[config.mk]
export PLATFORM = sky130hd
export DESIGN_NAME = tccw_ctrl
export DESIGN_NICKNAME = d
export VERILOG_FILES = /design/src/hw/rtl/tccw_pkg.sv /design/src/hw/rtl/tccw_ctrl.sv
export SDC_FILE = /design/constraint.sdc
export NUM_CORES = 1
export LEC_CHECK = 0
export BUFFER_PORTS_ARGS = -buffer_cell sky130_fd_sc_hd__buf_2
export CAP_MARGIN = 20
export CELL_PAD_IN_SITES_DETAIL_PLACEMENT = 0
export CELL_PAD_IN_SITES_GLOBAL_PLACEMENT = 2
export CORE_UTILIZATION = 22
export CTS_CLUSTER_DIAMETER = 40
export CTS_CLUSTER_SIZE = 16
export DETAILED_ROUTE_END_ITERATION = 8
export GPL_TIMING_DRIVEN = 0
export PLACE_DENSITY = 0.83
export SLEW_MARGIN = 10
export SYNTH_ARGS = -nofsm -noshare
export SYNTH_HDL_FRONTEND = slang
export SYNTH_SLANG_ARGS = --single-unit
[constraint.sdc]
create_clock -name clock -period 1.45 [get_ports clock]
set_clock_uncertainty 0.15 [all_clocks]
set_input_delay 0.145 -clock clock [delete_from_list [all_inputs] [get_ports clock]]
set_output_delay 0.145 -clock clock [all_outputs]
set_load 0.005 [all_outputs]
[src/hw/rtl/tccw_pkg.sv]
// ----------------------------------------------------------------------------
// Text console cell writer package
// Shared sizes, codes and the command and status structs that join the
// controller and the datapath.
// ----------------------------------------------------------------------------
package tccw_pkg;

   localparam int COLUMNS  = 80;
   localparam int ROWS     = 25;
   localparam int CELLS    = COLUMNS * ROWS;
   localparam int TAB_STOP = 8;

   localparam int MODE_W    = 2;
   localparam int CHAR_W    = 8;
   localparam int IDX_W     = 11;
   localparam int CELL_W    = 16;
   localparam int ATTR_W    = 8;
   localparam int OUT_ROW_W = 5;
   localparam int OUT_COL_W = 7;

   localparam int ADDR_W = $clog2(CELLS);
   localparam int SUM_W  = $clog2(2 * CELLS);
   localparam int ROW_W  = $clog2(ROWS);
   localparam int COL_W  = $clog2(COLUMNS);
   localparam int RT_W   = $clog2(ROWS + 1);
   localparam int CT_W   = $clog2(COLUMNS + TAB_STOP);

   localparam logic [MODE_W-1:0] MODE_PUT   = 2'd0;
   localparam logic [MODE_W-1:0] MODE_CLEAR = 2'd1;
   localparam logic [MODE_W-1:0] MODE_READ  = 2'd2;

   localparam logic [CHAR_W-1:0] CH_LF    = 8'd10;
   localparam logic [CHAR_W-1:0] CH_CR    = 8'd13;
   localparam logic [CHAR_W-1:0] CH_BS    = 8'd8;
   localparam logic [CHAR_W-1:0] CH_TAB   = 8'd9;
   localparam logic [CHAR_W-1:0] CH_BLANK = 8'h20;

   localparam logic [ATTR_W-1:0] ATTR_RESET = 8'h07;
   localparam logic [CELL_W-1:0] RESET_CELL = {ATTR_RESET, CH_BLANK};

   typedef enum logic [2:0] {
      ST_INIT,
      ST_IDLE,
      ST_CHAR,
      ST_SCROLL,
      ST_CLEAR,
      ST_READ,
      ST_READ_WAIT,
      ST_DONE
   } state_type;

   typedef struct packed {
      logic accept;
      logic do_char;
      logic scroll_start;
      logic clear_start;
      logic sweep_write;
      logic use_reset_blank;
      logic scroll_end;
      logic clear_end;
      logic do_read;
      logic capture_read;
   } ctrl_cmd_type;

   typedef struct packed {
      logic scroll_needed;
      logic sweep_last;
   } ctrl_status_type;

endpackage

[src/hw/rtl/tccw_ctrl.sv]
// ----------------------------------------------------------------------------
// Text console cell writer controller
// Sequences the reset clearing pass, character steps, scrolls, screen clears
// and cell reads, and issues commands to the datapath.
// ----------------------------------------------------------------------------
module tccw_ctrl (
   input  logic                          clock,
   input  logic                          reset,
   input  logic                          start,
   input  logic [tccw_pkg::MODE_W-1:0]   req_mode,
   input  tccw_pkg::ctrl_status_type     status,
   output tccw_pkg::ctrl_cmd_type        cmd,
   output logic                          busy,
   output logic                          rsp_valid
);
   import tccw_pkg::*;

   state_type state_ff;
   state_type state_in;

   always_ff @(posedge clock) begin
      if (reset) begin
         state_ff <= ST_INIT;
      end else begin
         state_ff <= state_in;
      end
   end

   always_comb begin
      state_in = state_ff;
      case (state_ff)
         ST_INIT: begin
            if (status.sweep_last) state_in = ST_IDLE;
         end
         ST_IDLE: begin
            if (start) begin
               case (req_mode)
                  MODE_PUT:   state_in = ST_CHAR;
                  MODE_CLEAR: state_in = ST_CLEAR;
                  MODE_READ:  state_in = ST_READ;
                  default:    state_in = ST_DONE;
               endcase
            end
         end
         ST_CHAR: begin
            state_in = status.scroll_needed ? ST_SCROLL : ST_DONE;
         end
         ST_SCROLL: begin
            if (status.sweep_last) state_in = ST_DONE;
         end
         ST_CLEAR: begin
            if (status.sweep_last) state_in = ST_DONE;
         end
         ST_READ:      state_in = ST_READ_WAIT;
         ST_READ_WAIT: state_in = ST_DONE;
         ST_DONE:      state_in = ST_IDLE;
         default:      state_in = ST_INIT;
      endcase
   end

   always_comb begin
      cmd       = '0;
      busy      = 1'b1;
      rsp_valid = 1'b0;
      case (state_ff)
         ST_INIT: begin
            cmd.sweep_write     = 1'b1;
            cmd.use_reset_blank = 1'b1;
         end
         ST_IDLE: begin
            busy = 1'b0;
            if (start) begin
               cmd.accept      = 1'b1;
               cmd.clear_start = (req_mode == MODE_CLEAR);
            end
         end
         ST_CHAR: begin
            cmd.do_char      = 1'b1;
            cmd.scroll_start = status.scroll_needed;
         end
         ST_SCROLL: begin
            cmd.sweep_write = 1'b1;
            cmd.scroll_end  = status.sweep_last;
         end
         ST_CLEAR: begin
            cmd.sweep_write = 1'b1;
            cmd.clear_end   = status.sweep_last;
         end
         ST_READ:      cmd.do_read      = 1'b1;
         ST_READ_WAIT: cmd.capture_read = 1'b1;
         ST_DONE:      rsp_valid        = 1'b1;
         default: begin
            cmd = '0;
         end
      endcase
   end

endmodule

==> out/results.tsv, run 1 <==
stage	metric	value	unit
placed_design	gp_congestion	0.761	
drt	routed_via_density	4.55	
sta	final_max_slew_viol_count	0	
global_routing	grt_pass1_vias	355	
critical_path	critPathRequiredTime	1.15	ns
sta	setup_slack	-0.0264	ns
clocking	htree_num_levels	1	
drt	post_drt_wl_per_cell	9.95	um
pwr	p_leak	0.285	nW
critical_path	critPathTopFamily	simple AND/OR/NAND/NOR gates	
critical_path	r2r_start	state_ff[0]	
final_layout	areaGrowthSynthToFinish	52.7	%
drt	drc	0	
pwr	ir_worst_vdd	0.605	mV
clocking	cts_tree	done	
final_layout	top_regs	state_ff (3)	
final_layout	regArea	67.6	um2
synth	synth_fp_nets	56	
global_routing	grt_antenna_before_repair	0	
drt	antenna_left	0	
run_status	violations	setup timing	
critical_path	cpPeakStageDelay	0.34	ns
die	dieArea	1850	um2
critical_path	path_max_fanout	4	
pwr	p_sw_share	32.6	%
critical_path	cp_common_cell	or2_4	
run_status	outcome	complete, but fails checks	
pwr	comb_power_share	40.2	%
sta	fmax	677	MHz
sta	fin_setup_tns	-0.0490	ns
worst_hold_path	min_from	status[0]	
placed_design	io_buffer_count	18	
sta	fin_crit	1.48	ns
pwr	power.total	0.416	mW
sta	tightest_slew	0.320	ns
placed_design	post-place-ws	0.104	ns
final_layout	diodes	0	
sta	grt_setup_unrepaired	true	
drt	drtIter0Drc	5	
critical_path	startpoint	state_ff[1]	
clocking	clk_latency	0.23	ns
die	die_h	43.0	um
clocking	clock_sinks	3	
pwr	cellInternalPower	0.280	mW
synth	syn_area_per_cell	8.23	um2
final_layout	fillers	177	
die	ios	19	
drt	dr.pass1.iters	4	
die	initial_core_util	24.0	%
placed_design	dp_hpwl	653	um
placed_design	placedInstanceArea	480	um2
critical_path	worst-setup-path-type	register to output pin	
pwr	p_per_area	735	nW/um2
synth	yosysWarnings	0	
sta	final-hold-violation-count	0	
die	rows	14	
clocking	numCtsBuffers	3	
final_layout	multi_input_area	285	um2
synth	synth-seq-cells	3	
final_layout	largest_reg_flops	3	
pwr	power_frac_seq	23.9	%
final_layout	fin_nets	83	
clocking	clock_path_buffers	2	
final_layout	final_area	566	um2
synth	synth_area	370	um2
global_routing	grt_pass1_wl	1460	um
sta	slew_headroom	78.4	%
sta	fin_crit_sh	102	%
pwr	pwr-share-clk	35.9	%
final_layout	regMostFlops	state_ff	
synth	yosysSeqAreaShare	16.2	%
critical_path	crit_slowest_cell	dfxtp_4	
critical_path	end_kind	output pin	
final_layout	drive_above_1_share	56.3	%
synth	synth_cells	45	
drt	routed_wl	866	um
worst_hold_path	hp-class	input pin to register	
clocking	clock-root-buffer	clkbuf_4	
critical_path	worstSetupStartpointType	register	
critical_path	crit_buf_inv	1	
flow_run	cap_violations	0	
critical_path	arrival	1.18	ns
die	die_w	43.0	um
global_routing	grt_overflow_total	0	
global_routing	grt_max_degree	11	
sta	finalSetupViolCount	3	
critical_path	path_cells	or2_4 > or2_4 > buf_6	
pwr	p_sw	0.136	mW
clocking	cts.clk_slew.worst_paths	0.04	ns
drt	num_vias	396	
die	coreArea	1540	um2
synth	yosysUniqueCellTypes	26	
global_routing	grtUsageTotal	10.2	%
-- placed cells by master (no fill, tap or decap), drive strengths merged --
| cell | n |
|---|---|
| a21oi | 5 |
| nor4b | 1 |
| mux2 | 1 |
| and2b | 1 |
| clkbuf | 5 |
| nor2 | 5 |
| nand2 | 1 |
| buf | 22 |
| and2 | 1 |
| nand3b | 2 |
| inv | 5 |
| or2 | 2 |
| dlygate4sd3 | 1 |
| ha | 4 |
| o21a | 1 |
| nor2b | 1 |
| nand2b | 1 |
| nor3 | 2 |
| dfxtp | 3 |
| and3 | 3 |
| o21ai | 1 |
| o311ai | 1 |
| a31oi | 1 |
| o221ai | 1 |
-- layout make-up --
type,instances,share of cell area [%]
plain buffers,2,3.32
clock buffers,4,4.65
inverters,5,3.32
multi-input cells,35,50.4
flip-flops and latches,3,11.9
well taps,16,3.54
repair buffers,22,22.8
-- cell usage after synthesis --
cell type | instances | share of area, %
a31oi_4 | 1 | 5.7
nand2b_1 | 1 | 1.7
o311ai_0 | 1 | 2.4
and2b_2 | 1 | 2.4
buf_6 | 1 | 3.0
buf_2 | 1 | 1.4
dfxtp_1 | 3 | 16
mux2_2 | 1 | 3.0
nor3_4 | 1 | 4.4
and3_1 | 1 | 1.7
nor2_1 | 5 | 5.1
and3_2 | 2 | 4.1
ha_1 | 4 | 14
or2_2 | 1 | 1.7
o21a_1 | 1 | 2.0
nor3_1 | 1 | 1.4
inv_1 | 5 | 5.1
o221ai_1 | 1 | 2.4
nand2_1 | 1 | 1.0
a21oi_1 | 5 | 6.8
nor4b_2 | 1 | 4.1
nor2b_1 | 1 | 1.7
o21ai_0 | 1 | 1.4
and2_1 | 1 | 1.7
or2_4 | 1 | 2.4
nand3b_1 | 2 | 4.1
-- logic make-up after synthesis --
| family | Yosys count | synth area share, % |
|---|---|---|
| flip-flops | 3 | 16.2 |
| adder cells (fa/ha/maj) | 4 | 13.5 |
| AO/OA/AOI/OAI | 10 | 20.6 |
| multiplexers | 1 | 3.04 |
| buffers and inverters | 7 | 9.46 |
| AND/OR/NAND/NOR | 20 | 37.2 |
-- layer usage --
layer | vias to the layer above | global-route usage [%] | wire (um)
met5 | - | 0 | 0
met2 | 10 | 17.0 | 441
met1 | 177 | 12.3 | 376
met3 | 0 | 4.26 | 49
met4 | 0 | 1.82 | 0
li1 | 209 | - | -
-- final timing paths --
check                           slack, ns     endpoint  cells after the start
worst max-delay path                -0.03         busy                      3
worst min-delay path                 0.15  state_ff[0]                      3
worst max register to register       0.16  state_ff[2]                      3
worst min register to register       0.50  state_ff[2]                      2
-- power groups by stage --
stage	logic [mW]	registers, mW	clock network [mW]
floorplan	0.0932	0.101	0
detailed placement	0.139	0.103	0
global route	0.185	0.100	0.164
global placement	0.140	0.104	0
finish	0.167	0.0994	0.149
CTS	0.164	0.0987	0.155
-- worst reg2reg max path, cell delays in order (launching register included) --
cell and delay, ns:
dfxtp_1 0.40, mux2_2 0.35, o21ai_0 0.18, a21oi_1 0.10
-- what timing repair did --
item	in CTS	in global routing
hold endpoints to repair	1	0
setup buffers	3	0
gates resized for setup	7	3
setup endpoints to repair	11	8
pin swaps	1	2
hold buffers	1	0
-- metrics by stage --
step           hold WS, ns  instances  utilization, %
6_report             0.152         87            36.7
5_1_grt              0.177         87            36.7
4_1_cts              0.153         87            36.0
3_5_place_dp         0.215         79            31.2
3_3_place_gp         0.212         79            31.2
2_1_floorplan       0.0641         45               -
Note: power is estimated with default switching activity, not from simulation.
==> run 2, diff against run 1 <==
- BUFFER_PORTS_ARGS: -buffer_cell sky130_fd_sc_hd__buf_2 -> default
- CORE_AREA: default -> 2 2 39 41
- CORE_UTILIZATION: 22 -> default
- DIE_AREA: default -> 0 0 41 43
- DONT_BUFFER_PORTS: default -> 1
- PLACE_DENSITY: 0.83 -> 0.77
- TNS_END_PERCENT: default -> 1
==> out/results.tsv, run 2 (synthesized netlist as in run 1, its figures left out) <==
stage	metric	value	unit
run_status	outcome	complete, but fails checks	
run_status	violations	setup timing	
sta	slew_headroom	76.9	%
final_layout	layout_common_cells	nor2_1 (5), a21oi_1 (5), inv_1 (4), ha_1 (4), clkbuf_4 (3)	
flow_run	cap_violations	0	
die	dieArea	1760	um2
sta	grt_setup_unrepaired	true	
sta	setup_slack	-0.00631	ns
final_layout	fin_nets	63	
worst_hold_path	hp-class	input pin to register	
placed_design	io_buffer_count	0	
critical_path	worstSetupStartpointType	register	
sta	tightest_slew	0.343	ns
die	die_w	41	um
die	rows	14	
clocking	cts_tree	done	
critical_path	worst-r2r-cell-count	3	
global_routing	grt_pass1_vias	304	
clocking	clock-root-buffer	clkbuf_4	
critical_path	critPathRequiredTime	1.15	ns
sta	fin_crit_sh	100	%
die	die_h	43	um
drt	met3_wirelength	35	um
placed_design	gp_congestion	0.707	
pwr	p_per_area	825	nW/um2
placed_design	post-place-ws	0.196	ns
sta	final_max_slew_viol_count	0	
sta	final-hold-violation-count	0	
critical_path	path_cells	or2_4 > nor3_4 > and2_1	
global_routing	grt_max_degree	11	
global_routing	grt_overflow_total	0	
final_layout	utilization	31.8	%
drt	routed_via_density	4.84	
clocking	postCtsSetupBuffers	0	
critical_path	crit_slowest_cell	dfxtp_2	
critical_path	crit_buf_inv	0	
global_routing	grt_pass1_wl	1270	um
drt	antenna_left	0	
drt	highest-signal-layer	met3	
sta	fin_crit	1.46	ns
clocking	clk_latency	0.23	ns
clocking	clock_sinks	3	
drt	drc	0	
critical_path	critPathTopFamily	simple AND/OR/NAND/NOR gates	
final_layout	drive_above_1_share	31.4	%
critical_path	crit_path_end	cmd[6]	
final_layout	regMostFlops	state_ff	
clocking	cts.clk_slew.worst_paths	0.04	ns
final_layout	largest_reg_flops	3	
sta	fmax	687	MHz
critical_path	rrSetupSlack	0.19	ns
die	initial_core_util	26.8	%
placed_design	dp_hpwl	654	um
global_routing	grtUsageTotal	10.7	%
clocking	clock_path_buffers	2	
pwr	p_leak	0.187	nW
drt	num_vias	324	
sta	fin_setup_tns	-0.00631	ns
critical_path	startpoint	state_ff[2]	
drt	wl_met2	450	um
drt	routed_wl	814	um
drt	wl_met1	328	um
critical_path	r2r_start	state_ff[0]	
sta	finalSetupViolCount	1	
clocking	htree_num_levels	1	
global_routing	grt_antenna_before_repair	0	
critical_path	end_kind	output pin	
critical_path	path_depth	3	
pwr	ir_worst_vdd	0.321	mV
clocking	numCtsBuffers	3	
final_layout	top_regs	state_ff (3)	
critical_path	path_max_fanout	7	
drt	dr.pass1.iters	1	
final_layout	fillers	144	
drt	post_drt_wl_per_cell	12.1	um
die	coreArea	1380	um2
die	ios	19	
critical_path	r2r-end	state_ff[2]	
critical_path	arrival	1.16	ns
drt	drtIter0Drc	0	
critical_path	worst-setup-path-type	register to output pin	
final_layout	diodes	0	
critical_path	cpPeakStageDelay	0.35	ns
final_layout	areaGrowthSynthToFinish	18.9	%
[run 2: changes by cell type in the layout (fill, tap and decap cells not counted), sizes merged]
cell / previous run / this run
clkbuf: 5 / 4
dlygate4sd3: 1 / 2
buf: 22 / 2
[run 2: metal layers]
metal | vias to the layer above | GRT usage [%]
met5 | - | 0
met4 | 0 | 6.00
met3 | 0 | 3.66
met2 | 6 | 17.2
met1 | 151 | 11.3
li1 | 167 | -
[run 2: worst min-delay path: cells and delay by family]
kind	cells	cell delay [ns]
AO/OA/AOI/OAI	2	0.21
AND/OR/NAND/NOR	1	0.02
[run 2: timing repair]
action / in CTS / in global routing
resized for setup: 2 / 2
hold buffers: 2 / 0
endpoints found under the setup margin: 3 / 4
endpoints found under the hold margin: 3 / 0
cloned: 0 / 0
[run 2: metrics by stage]
| stage | power [mW] | hold slack [ns] | cells | cell area (um2) |
|---|---|---|---|---|
| after CTS | 0.370 | 0.0310 | 67 | 438 |
| after floorplan | 0.194 | 0.0641 | 45 | 370 |
| after global routing | 0.392 | 0.0603 | 67 | 440 |
| after global placement | 0.214 | 0.0697 | 61 | 390 |
| final | 0.363 | 0.0347 | 67 | 440 |
| after detailed placement | 0.213 | 0.0703 | 61 | 390 |
[run 2: worst min path at each step]
stage          startpoint     endpoint  slack, ns  depth (start not counted)
3_3_place_gp        reset  state_ff[0]       0.07                          1
3_5_place_dp        reset  state_ff[0]       0.07                          1
5_1_grt         status[0]  state_ff[1]       0.06                          3
4_1_cts         status[0]  state_ff[1]       0.03                          3
2_1_floorplan       reset  state_ff[0]       0.06                          1
6_report        status[0]  state_ff[1]       0.03                          3
[run 2: power by group]
| part | internal (mW) | total [mW] | switching [mW] | leakage [nW] |
|---|---|---|---|---|
| Clock | 0.103 | 0.145 | 0.0421 | 0.0150 |
| Combinational | 0.0530 | 0.115 | 0.0616 | 0.147 |
| Sequential | 0.0910 | 0.104 | 0.0126 | 0.0251 |
[run 2: layout make-up]
cell class	count	area, um2	share of cell area [%]
Timing Repair Buffer	2	20.0	4.55
Multi-Input combinational cell	35	275	62.5
Inverter	5	18.8	4.26
Tap cell	16	20.0	4.55
Sequential cell	3	61.3	13.9
Buffer	2	18.8	4.26
Clock buffer	4	26.3	5.97
